--- config.mk ---
export PLATFORM = sky130hd
export DESIGN_NAME = frame_cadence_limiter_top
export DESIGN_NICKNAME = d
export VERILOG_FILES = /design/src/rtl/fcl_pkg.sv /design/src/rtl/frame_cadence_limiter_top.sv /design/src/rtl/fcl_alu.sv
export SDC_FILE = /design/constraint.sdc
export NUM_CORES = 2
export LEC_CHECK = 0
export ABC_AREA = 0
export BUFFER_PORTS_ARGS = -buffer_cell sky130_fd_sc_hd__buf_2
export CORE_MARGIN = 2
export CORE_UTILIZATION = 49
export CTS_BUF_LIST = sky130_fd_sc_hd__clkbuf_16
export DETAILED_ROUTE_END_ITERATION = 10
export MAX_ROUTING_LAYER = met4
export PLACE_DENSITY = 0.75
export SYNTH_ARGS = -nofsm -noshare
export SYNTH_HDL_FRONTEND = slang
export SYNTH_HIERARCHICAL = 1
export SYNTH_SLANG_ARGS = --single-unit
--- constraint.sdc ---
create_clock -name clk -period 13.83 [get_ports clk]
set_input_delay 2.766 -clock clk [delete_from_list [all_inputs] [get_ports clk]]
set_output_delay 2.766 -clock clk [all_outputs]
set_load 0.01 [all_outputs]
--- src/rtl/fcl_pkg.sv ---
`default_nettype none

package fcl_pkg;

    localparam int COUNT_BITS_DEF = 32;

    localparam int FREQ_W  = 32;
    localparam int NUM_W   = 20;
    localparam int DEN_W   = 20;
    localparam int CFG_W   = 32;
    localparam int IDX_W   = 2;
    localparam int TIME_W  = 64;
    localparam int PROD_W  = FREQ_W + NUM_W;
    localparam int SUM_W   = TIME_W + 1;
    localparam int OUT_CNT_W = 32;

    localparam logic [IDX_W-1:0] REG_TICK_FREQ = 2'd0;
    localparam logic [IDX_W-1:0] REG_FPS_NUM   = 2'd1;
    localparam logic [IDX_W-1:0] REG_FPS_DEN   = 2'd2;

    typedef enum logic [1:0] {
        DEC_ACCEPT   = 2'd0,
        DEC_LIMITED  = 2'd1,
        DEC_BAD_TIME = 2'd2,
        DEC_BAD_CFG  = 2'd3
    } decision_t;

    typedef enum logic [3:0] {
        S_IDLE,
        S_IVL,
        S_TIME,
        S_ELAP,
        S_MLO,
        S_MHI,
        S_SUM,
        S_DIFF,
        S_LATE,
        S_STEP,
        S_DONE
    } state_t;

    typedef struct packed {
        logic [FREQ_W-1:0] mul_a;
        logic [NUM_W-1:0]  mul_b;
        logic [SUM_W-1:0]  add_a;
        logic [SUM_W-1:0]  add_b;
        logic              add_sub;
    } alu_req_t;

    typedef struct packed {
        logic [PROD_W-1:0] product;
        logic [SUM_W-1:0]  sum;
    } alu_rsp_t;

endpackage

`default_nettype wire

--- src/rtl/frame_cadence_limiter_top.sv ---
// Frame cadence limiter: takes one 64-bit frame timestamp per word and answers with one
// result word holding the decision (accepted, rate limited, invalid timestamp, invalid
// configuration), a rebase flag and six wrapping statistics counters. Each frame is worked
// through by a small sequencer that drives one shared 32x20 multiplier and one shared
// 65-bit adder; frames rejected for configuration or time leave after the time check,
// while cadence checks go on through the elapsed, multiply and sum states and may leave
// at sum or difference before the late and step states. The input is not ready while a
// frame is in work; a finished result waits in an output register so the next frame can
// be taken meanwhile. Configuration must be written only while no frame is in work or
// waiting; a write of a known register clears the schedule and all counters.
`default_nettype none

module frame_cadence_limiter_top
    import fcl_pkg::*;
#(
    parameter int COUNT_BITS = COUNT_BITS_DEF
)
(
    input  wire logic                 clk,
    input  wire logic                 rst_n,

    input  wire logic                 cfg_we,
    input  wire logic [IDX_W-1:0]     cfg_index,
    input  wire logic [CFG_W-1:0]     cfg_data,

    input  wire logic                 in_valid,
    output logic                      in_ready,
    input  wire logic [TIME_W-1:0]    frame_time,

    output logic                      out_valid,
    input  wire logic                 out_ready,
    output logic [1:0]                decision,
    output logic                      rebased,
    output logic [OUT_CNT_W-1:0]      seen_count,
    output logic [OUT_CNT_W-1:0]      accept_count,
    output logic [OUT_CNT_W-1:0]      limited_count,
    output logic [OUT_CNT_W-1:0]      bad_time_count,
    output logic [OUT_CNT_W-1:0]      bad_config_count,
    output logic [OUT_CNT_W-1:0]      rebase_count
);

    localparam logic [COUNT_BITS-1:0] CNT_ONE = COUNT_BITS'(1);

    state_t state_reg, state_next;

    logic [FREQ_W-1:0] freq_reg, freq_next;
    logic [NUM_W-1:0]  num_reg, num_next;
    logic [DEN_W-1:0]  den_reg, den_next;

    logic              started_reg, started_next;
    logic [62:0]       base_reg, base_next;
    logic [62:0]       last_reg, last_next;
    logic [63:0]       due_reg, due_next;

    logic [COUNT_BITS-1:0] seen_reg, seen_next;
    logic [COUNT_BITS-1:0] acc_reg, acc_next;
    logic [COUNT_BITS-1:0] lim_reg, lim_next;
    logic [COUNT_BITS-1:0] badt_reg, badt_next;
    logic [COUNT_BITS-1:0] badc_reg, badc_next;
    logic [COUNT_BITS-1:0] reb_cnt_reg, reb_cnt_next;

    logic              out_valid_reg, out_valid_next;
    decision_t         out_dec_reg, out_dec_next;
    logic              out_reb_reg, out_reb_next;

    logic [TIME_W-1:0] t_reg, t_next;
    logic [PROD_W-1:0] interval_reg, interval_next;
    logic [62:0]       elapsed_reg, elapsed_next;
    logic [PROD_W-1:0] plo_reg, plo_next;
    logic [50:0]       phi_reg, phi_next;
    logic [63:0]       scaled_reg, scaled_next;
    logic              late_pos_reg, late_pos_next;
    logic [63:0]       late_reg, late_next;
    decision_t         dec_reg, dec_next;
    logic              reb_reg, reb_next;

    alu_req_t          req;
    alu_rsp_t          rsp;
    logic              restart;
    logic              cfg_bad;

    logic [63:0] seen_w, acc_w, lim_w, badt_w, badc_w, reb_w;

    fcl_alu u_alu (
        .req (req),
        .rsp (rsp)
    );

    assign cfg_bad = (freq_reg == '0) || (num_reg == '0) || (den_reg == '0) ||
                     (interval_reg < PROD_W'(num_reg));

    always_comb
    begin
        state_next     = state_reg;
        freq_next      = freq_reg;
        num_next       = num_reg;
        den_next       = den_reg;
        started_next   = started_reg;
        base_next      = base_reg;
        last_next      = last_reg;
        due_next       = due_reg;
        seen_next      = seen_reg;
        acc_next       = acc_reg;
        lim_next       = lim_reg;
        badt_next      = badt_reg;
        badc_next      = badc_reg;
        reb_cnt_next   = reb_cnt_reg;
        out_valid_next = out_valid_reg;
        out_dec_next   = out_dec_reg;
        out_reb_next   = out_reb_reg;
        t_next         = t_reg;
        interval_next  = interval_reg;
        elapsed_next   = elapsed_reg;
        plo_next       = plo_reg;
        phi_next       = phi_reg;
        scaled_next    = scaled_reg;
        late_pos_next  = late_pos_reg;
        late_next      = late_reg;
        dec_next       = dec_reg;
        reb_next       = reb_reg;
        req            = '0;
        restart        = 1'b0;

        if (out_valid_reg && out_ready)
        begin
            out_valid_next = 1'b0;
        end

        unique case (state_reg)
            S_IDLE:
            begin
                if (in_valid)
                begin
                    t_next     = frame_time;
                    state_next = S_IVL;
                end
            end
            S_IVL:
            begin
                req.mul_a     = freq_reg;
                req.mul_b     = den_reg;
                interval_next = rsp.product;
                state_next    = S_TIME;
            end
            S_TIME:
            begin
                // Borrow of t - last_time flags a backward timestamp.
                req.add_a   = {2'b00, t_reg[62:0]};
                req.add_b   = {2'b00, last_reg};
                req.add_sub = 1'b1;
                reb_next    = 1'b0;
                if (cfg_bad)
                begin
                    dec_next   = DEC_BAD_CFG;
                    state_next = S_DONE;
                end
                else if (t_reg[63] || (started_reg && rsp.sum[SUM_W-1]))
                begin
                    dec_next   = DEC_BAD_TIME;
                    state_next = S_DONE;
                end
                else
                begin
                    last_next = t_reg[62:0];
                    if (!started_reg)
                    begin
                        restart    = 1'b1;
                        dec_next   = DEC_ACCEPT;
                        state_next = S_DONE;
                    end
                    else
                    begin
                        state_next = S_ELAP;
                    end
                end
            end
            S_ELAP:
            begin
                req.add_a    = {2'b00, t_reg[62:0]};
                req.add_b    = {2'b00, base_reg};
                req.add_sub  = 1'b1;
                elapsed_next = rsp.sum[62:0];
                state_next   = S_MLO;
            end
            S_MLO:
            begin
                req.mul_a  = elapsed_reg[31:0];
                req.mul_b  = num_reg;
                plo_next   = rsp.product;
                state_next = S_MHI;
            end
            S_MHI:
            begin
                req.mul_a  = {1'b0, elapsed_reg[62:32]};
                req.mul_b  = num_reg;
                phi_next   = rsp.product[50:0];
                state_next = S_SUM;
            end
            S_SUM:
            begin
                // Upper word of elapsed*numerator; anything above bit 63 is overflow.
                req.add_a = SUM_W'(plo_reg[PROD_W-1:32]);
                req.add_b = SUM_W'(phi_reg);
                if (|rsp.sum[SUM_W-1:32])
                begin
                    restart    = 1'b1;
                    dec_next   = DEC_ACCEPT;
                    reb_next   = 1'b1;
                    state_next = S_DONE;
                end
                else
                begin
                    scaled_next = {rsp.sum[31:0], plo_reg[31:0]};
                    state_next  = S_DIFF;
                end
            end
            S_DIFF:
            begin
                req.add_a   = {1'b0, due_reg};
                req.add_b   = {1'b0, scaled_reg};
                req.add_sub = 1'b1;
                if (!rsp.sum[SUM_W-1] &&
                    ((|rsp.sum[63:NUM_W]) || (rsp.sum[NUM_W-1:0] > num_reg)))
                begin
                    dec_next   = DEC_LIMITED;
                    state_next = S_DONE;
                end
                else
                begin
                    late_pos_next = rsp.sum[SUM_W-1];
                    state_next    = S_LATE;
                end
            end
            S_LATE:
            begin
                req.add_a   = {1'b0, scaled_reg};
                req.add_b   = {1'b0, due_reg};
                req.add_sub = 1'b1;
                late_next   = late_pos_reg ? rsp.sum[63:0] : '0;
                state_next  = S_STEP;
            end
            S_STEP:
            begin
                // A carry out of due + interval means the due point would overflow.
                req.add_a = {1'b0, due_reg};
                req.add_b = SUM_W'(interval_reg);
                dec_next  = DEC_ACCEPT;
                if ((late_reg >= 64'(interval_reg)) || rsp.sum[SUM_W-1])
                begin
                    restart  = 1'b1;
                    reb_next = 1'b1;
                end
                else
                begin
                    due_next = rsp.sum[63:0];
                end
                state_next = S_DONE;
            end
            S_DONE:
            begin
                if (!out_valid_reg || out_ready)
                begin
                    seen_next = seen_reg + CNT_ONE;
                    unique case (dec_reg)
                        DEC_ACCEPT:   acc_next  = acc_reg + CNT_ONE;
                        DEC_LIMITED:  lim_next  = lim_reg + CNT_ONE;
                        DEC_BAD_TIME: badt_next = badt_reg + CNT_ONE;
                        DEC_BAD_CFG:  badc_next = badc_reg + CNT_ONE;
                        default:      seen_next = seen_reg + CNT_ONE;
                    endcase
                    if (reb_reg)
                    begin
                        reb_cnt_next = reb_cnt_reg + CNT_ONE;
                    end
                    out_dec_next   = dec_reg;
                    out_reb_next   = reb_reg;
                    out_valid_next = 1'b1;
                    state_next     = S_IDLE;
                end
            end
            default:
            begin
                state_next = S_IDLE;
            end
        endcase

        if (restart)
        begin
            base_next    = t_reg[62:0];
            last_next    = t_reg[62:0];
            due_next     = 64'(interval_next);
            started_next = 1'b1;
        end

        if (cfg_we)
        begin
            unique case (cfg_index)
                REG_TICK_FREQ: freq_next = cfg_data[FREQ_W-1:0];
                REG_FPS_NUM:   num_next  = cfg_data[NUM_W-1:0];
                REG_FPS_DEN:   den_next  = cfg_data[DEN_W-1:0];
                default:       freq_next = freq_reg;
            endcase
            if ((cfg_index == REG_TICK_FREQ) || (cfg_index == REG_FPS_NUM) ||
                (cfg_index == REG_FPS_DEN))
            begin
                started_next = 1'b0;
                base_next    = '0;
                last_next    = '0;
                due_next     = '0;
                seen_next    = '0;
                acc_next     = '0;
                lim_next     = '0;
                badt_next    = '0;
                badc_next    = '0;
                reb_cnt_next = '0;
            end
        end
    end

    always_ff @(posedge clk or negedge rst_n)
    begin
        if (!rst_n)
        begin
            state_reg     <= S_IDLE;
            freq_reg      <= '0;
            num_reg       <= '0;
            den_reg       <= '0;
            started_reg   <= 1'b0;
            base_reg      <= '0;
            last_reg      <= '0;
            due_reg       <= '0;
            seen_reg      <= '0;
            acc_reg       <= '0;
            lim_reg       <= '0;
            badt_reg      <= '0;
            badc_reg      <= '0;
            reb_cnt_reg   <= '0;
            out_valid_reg <= 1'b0;
        end
        else
        begin
            state_reg     <= state_next;
            freq_reg      <= freq_next;
            num_reg       <= num_next;
            den_reg       <= den_next;
            started_reg   <= started_next;
            base_reg      <= base_next;
            last_reg      <= last_next;
            due_reg       <= due_next;
            seen_reg      <= seen_next;
            acc_reg       <= acc_next;
            lim_reg       <= lim_next;
            badt_reg      <= badt_next;
            badc_reg      <= badc_next;
            reb_cnt_reg   <= reb_cnt_next;
            out_valid_reg <= out_valid_next;
        end
    end

    always_ff @(posedge clk)
    begin
        out_dec_reg  <= out_dec_next;
        out_reb_reg  <= out_reb_next;
        t_reg        <= t_next;
        interval_reg <= interval_next;
        elapsed_reg  <= elapsed_next;
        plo_reg      <= plo_next;
        phi_reg      <= phi_next;
        scaled_reg   <= scaled_next;
        late_pos_reg <= late_pos_next;
        late_reg     <= late_next;
        dec_reg      <= dec_next;
        reb_reg      <= reb_next;
    end

    // Counters move only on a result load or config clear and feed the outputs directly.
    assign seen_w = 64'(seen_reg);
    assign acc_w  = 64'(acc_reg);
    assign lim_w  = 64'(lim_reg);
    assign badt_w = 64'(badt_reg);
    assign badc_w = 64'(badc_reg);
    assign reb_w  = 64'(reb_cnt_reg);

    assign in_ready         = (state_reg == S_IDLE);
    assign out_valid        = out_valid_reg;
    assign decision         = out_dec_reg;
    assign rebased          = out_reb_reg;
    assign seen_count       = seen_w[OUT_CNT_W-1:0];
    assign accept_count     = acc_w[OUT_CNT_W-1:0];
    assign limited_count    = lim_w[OUT_CNT_W-1:0];
    assign bad_time_count   = badt_w[OUT_CNT_W-1:0];
    assign bad_config_count = badc_w[OUT_CNT_W-1:0];
    assign rebase_count     = reb_w[OUT_CNT_W-1:0];

endmodule

`default_nettype wire

--- src/rtl/fcl_alu.sv ---
`default_nettype none

module fcl_alu
    import fcl_pkg::*;
(
    input  alu_req_t req,
    output alu_rsp_t rsp
);

    logic [SUM_W-1:0] b_op;

    // Subtraction is a + ~b + 1; bit 64 of the result is the borrow.
    assign b_op        = req.add_sub ? ~req.add_b : req.add_b;
    assign rsp.sum     = req.add_a + b_op + SUM_W'(req.add_sub);
    assign rsp.product = PROD_W'(req.mul_a) * PROD_W'(req.mul_b);

endmodule

`default_nettype wire

Word level (Yosys, flattened, before mapping):

Index checks and enable logic that the tools add are counted.

* bitwise logic cells: 3
* add/sub/neg operators: 8
* reduce and logical (&&, ||, !) cells: 35
* multiplexer cells: 77
* order comparisons: 3
* multiply operators: 1
* eq/ne operators: 21

Operators with widths (number)
* two-way mux 32 bit: 29
* one-hot mux 129 bit (6 select lines): 1
* two-way mux 63 bit: 9
* two-way mux 64 bit: 5
* adder 32 x 1 -> 32 bit, second input constant: 6
* one-hot mux 52 bit (3 select lines): 1
* adder 64 x 65 -> 65 bit: 1
* adder 65 x 1 -> 65 bit: 1
* two-way mux 65 bit: 1
* inverter 65 bit: 1
* >= comparator 64 x 52 -> 1 bit: 1
* less-than comparator 52 x 20 -> 1 bit: 1
* multiplier 32 x 20 -> 52 bit: 1
* two-way mux 52 bit: 1
* one-hot mux 4 bit (11 select lines): 1
* OR reduction 44 bit: 1
* zero test 20 bit: 2
* OR reduction 33 bit: 1
* zero test 32 bit: 1
* two-way mux 4 bit: 6
* > comparator 20 bit: 1
* equality test 4 x 3 -> 1 bit, second input constant: 4
* AND reduction 2 bit: 8
* two-way mux 1 bit: 14
* 21 further kinds: 50

* output and inout bits: 197
* word-level logic and storage cells: 175
* bits in registers: 877

Logic depth before layout (Yosys ltp):

* depth in word-level cells: 14
* gate-level depth with buffers: 39

By module:

The synthesis kept the hierarchy.

By module, submodules not included
* frame_cadence_limiter_top: cells an instance 3462, area each 39411.5 sq um, times used 1
* fcl_alu: cells an instance 3045, area each 25266.7 sq um, times used 1

Worst setup path after synthesis:

Ideal clock, no wire load.

* path kind: reg-to-reg
* start point: register state_reg[3]
* end point: register due_reg[44]
* cell stages (with the launch flop): 36
* library setup time: 0.077 ns
* period minus slack after synthesis: 9.743 ns
* data required time: 13.753 ns
* data arrival time: 9.666 ns
* slack: 4.087 ns
* path through: dfrtp_1 buf_2 nand2b_1 clkbuf_1 nor3_1 clkbuf_1 a222oi_1 inv_1 clkbuf_1 nand2_1 fa_1 inv_1 fa_1 inv_1 fa_1 inv_1 fa_1 fa_1 fa_1 inv_1 fa_1 inv_1 ha_1 and2_1 a31o_1 or4_1 o22ai_1 o211a_1 o21ai_1 a21o_1 a31oi_1 xnor2_1 nand2_1 o21ai_0 o21ai_1 a21oi_1

RTL lines
* start: declaration: RTL line frame_cadence_limiter_top.sv:44 `state_t state_reg, state_next;`
* start signal: assignment: RTL line frame_cadence_limiter_top.sv:342 `state_reg <= state_next;`
* end signal: assignment: RTL line frame_cadence_limiter_top.sv:349 `due_reg <= due_next;`
* end: declaration: RTL line frame_cadence_limiter_top.sv:53 `logic [63:0] due_reg, due_next;`

==> run_results.csv <==
group,metric,value,unit
floorplan,num_rows,133,
synth,netlist.top_cell.by_area,"dfrtp_1",
synth,synthArstFlopShare,52.5,%
timing,clock-skew-final,0.0368,ns
timing,tightestPinTransition,1.34,ns
clocking,cts_setup_buffers,0,
placed_design,placed_cells,8316,
synth,yosysSeqAreaShare,36.4,%
timing,rsz0062_at_grt,"no",
synth,synthCells,6507,
timing,setup_viol,0,
placed_design,place_congestion,1.04,
routing,ant_nets,0,
timing,period_needed,10.55,ns
routing,drc,0,
synth,synth_edf_count,365,
worst_hold_path,hp-class,"flip-flop to flip-flop",
floorplan,initial_core_util,49.3,%
synth,synth_area,64700,µm²
floorplan,die_h,367,µm
power,power_density,230,nW/µm²
power,p_leak,33.2,nW
worst_setup_path,worstSetupPathType,"flip-flop to flip-flop",
synth,synth_area_per_cell,9.94,µm²
timing,final.setup.tns,0,ns
layout,final_cells,8499,
timing,drv_slew,0,
worst_setup_path,worstPathRequired,14.41,ns
layout,final_core_util,54.1,%
clocking,ctsHoldBuffers,0,
clocking,clk_pin_slew,0.07,ns
timing,fin_crit_sh,76.3,%
status,status,"finished clean",
grt,grt_max_degree,220,
clocking,cts.sinks,877,
worst_setup_path,critPathMaxFanout,88,
power,ir_worst_vdd,0.218,mV
timing,final_hold_viol_count,0,
layout,nets,7614,
clocking,cts_tree,"yes",
clocking,htree_num_levels,3,
routing,via_per_inst,6.10,
floorplan,die_w,367,µm
timing,max_freq,0.0948,GHz
routing,drt_iter0_drc,6061,
timing,whs,0.417,ns
synth,ys.flop_type,"dfrtp_1",
grt,grt_overflow,0,
clocking,cts-root-buf,"clkbuf_16",
worst_setup_path,worst-r2r-cell-count,26,
layout,final_cell_mix,"inv_1 (802), nand2_1 (783), fa_1 (537)",
grt,grt_pass1_vias,51832,
clocking,postCtsResizedCells,0,
clocking,clkLatencyLatePin,0.69,ns
placed_design,dp_hpwl,156,mm
layout,syn_to_final_growth,9.78,%
grt,antenna_found_initial,15,
clocking,cts.path.max_buffers,3,
worst_setup_path,end_kind,"flip-flop",
worst_setup_path,cp.arrival,11.12,ns
run,drv_cap,0,
placed_design,numPortBuffers,299,
grt,grt_usage,32.1,%
floorplan,fp.coreArea,131000,µm²
routing,vias,51825,
worst_setup_path,cp-start-kind,"flip-flop",
clocking,cts_made_buffers,89,
timing,relSlewSlack,9.58,%
worst_hold_path,worstHoldPathCells,0,
routing,avgRoutedWirePerCell,25.1,µm
routing,first_pass_iters,10,
floorplan,dieArea,135000,µm²
routing,wirelength,213,mm
synth,ys_seq_elements,877,
floorplan,ios,300,
synth,ys_warn_count,6,
layout,final_common_cell,"inv_1",
layout,final_layout_size_suffix_gt1_share,10.6,%
grt,grt_pass1_wl,322,mm
synth,synth.area.top_cells,"dfrtp_1 (18%), edfxtp_1 (17%), fa_1 (17%)",
synth,synth.distinct_cells,102,
synth,synth_top_area_share,17.8,%
==> worst max-delay path: stages, from the launching register on <==
cell	delay [ns]
dfrtp_1	0.49
nand2b_1	0.43
nor2_4	0.23
buf_4	0.54
buf_4	0.57
a22oi_1	0.17
nand3_1	0.15
xor2_1	0.16
ha_1	0.38
a21oi_1	0.29
o22ai_1	0.18
o311ai_1	0.49
nand3_1	0.29
nor3_1	0.50
nor2_1	0.23
a211oi_1	0.68
xnor2_2	0.47
nor4_1	0.41
nand2_1	0.09
nor4_1	0.96
a21oi_1	0.27
a21o_1	0.25
a21oi_4	0.16
buf_4	0.71
buf_4	0.75
nand3_1	0.18
o21ai_0	0.15
==> metal layers <==
layer / wire [µm] / global-route usage [%] / vias up
met2: 97100 / 49.0 / 2983
met4: 15000 / 19.4 / 0
met1: 80800 / 39.8 / 25850
met5: 0 / - / -
met3: 20200 / 6.06 / 693
li1: - / - / 22299
==> through the flow <==
stage          power (mW)  worst slack, ns  area, µm²
4_1_cts              16.0             3.75      71000
3_5_place_dp         13.5             3.80      68000
3_3_place_gp         13.4             3.81      68000
2_1_floorplan        9.29             4.09      64700
6_report             16.4             3.28      71000
5_1_grt              16.9             3.12      71000
==> cell families (layout without fill, tap and decap cells) <==
logic type	count (synthesis)	in the layout	synth area share, %
multiplexers	154	154	2.53
other	1	18	0.00580
adder cells (fa/ha/maj)	859	859	22.9
AO/OA/AOI/OAI	1116	1116	11.6
AND/OR/NAND/NOR	2015	2015	15.3
buffers and inverters	1156	1376	6.88
XOR/XNOR	329	329	4.46
flip-flops	877	877	36.4
==> final timing paths <==
kind	from	to	slack [ns]
setup / recovery	state_reg[3]	base_reg[26]	3.28
hold / removal	plo_reg[17]	scaled_reg[17]	0.42
setup reg to reg	state_reg[3]	base_reg[26]	3.28
hold reg to reg	plo_reg[17]	scaled_reg[17]	0.42
max in group asynchronous	rst_n	seen_count[8]	9.21
min in group asynchronous	rst_n	base_reg[58]	2.11
==> cells in the mapped netlist (all sizes together) (47+ instances only) <==
master	n
a21o	74
a21oi	247
a222oi	94
a22oi	208
and2	373
and3	47
buf	58
clkbuf	315
dfrtp	460
dfxtp	52
edfxtp	365
fa	537
ha	322
inv	783
mux2	74
mux2i	80
nand2	784
nand3	217
nand4	88
nor2	278
nor4	56
o21ai	278
xnor2	112
xor2	217
==> power breakdown <==
group / internal [mW] / switching [mW]
combinational: 2.99 / 6.80
clock: 1.36 / 1.09
sequential: 3.67 / 0.442
==> area by class of cell <==
cell class	instances	area (µm²)
clock inverters	76	644
clock buffers	91	2280
fillers	11402	60300
diodes	16	40.0
flip-flops and latches	877	23500
well taps	1755	2200
repair buffers	426	2500
multi-input cells	4475	36900
inverters	783	2940
Power figures use the tool's default switching activity.
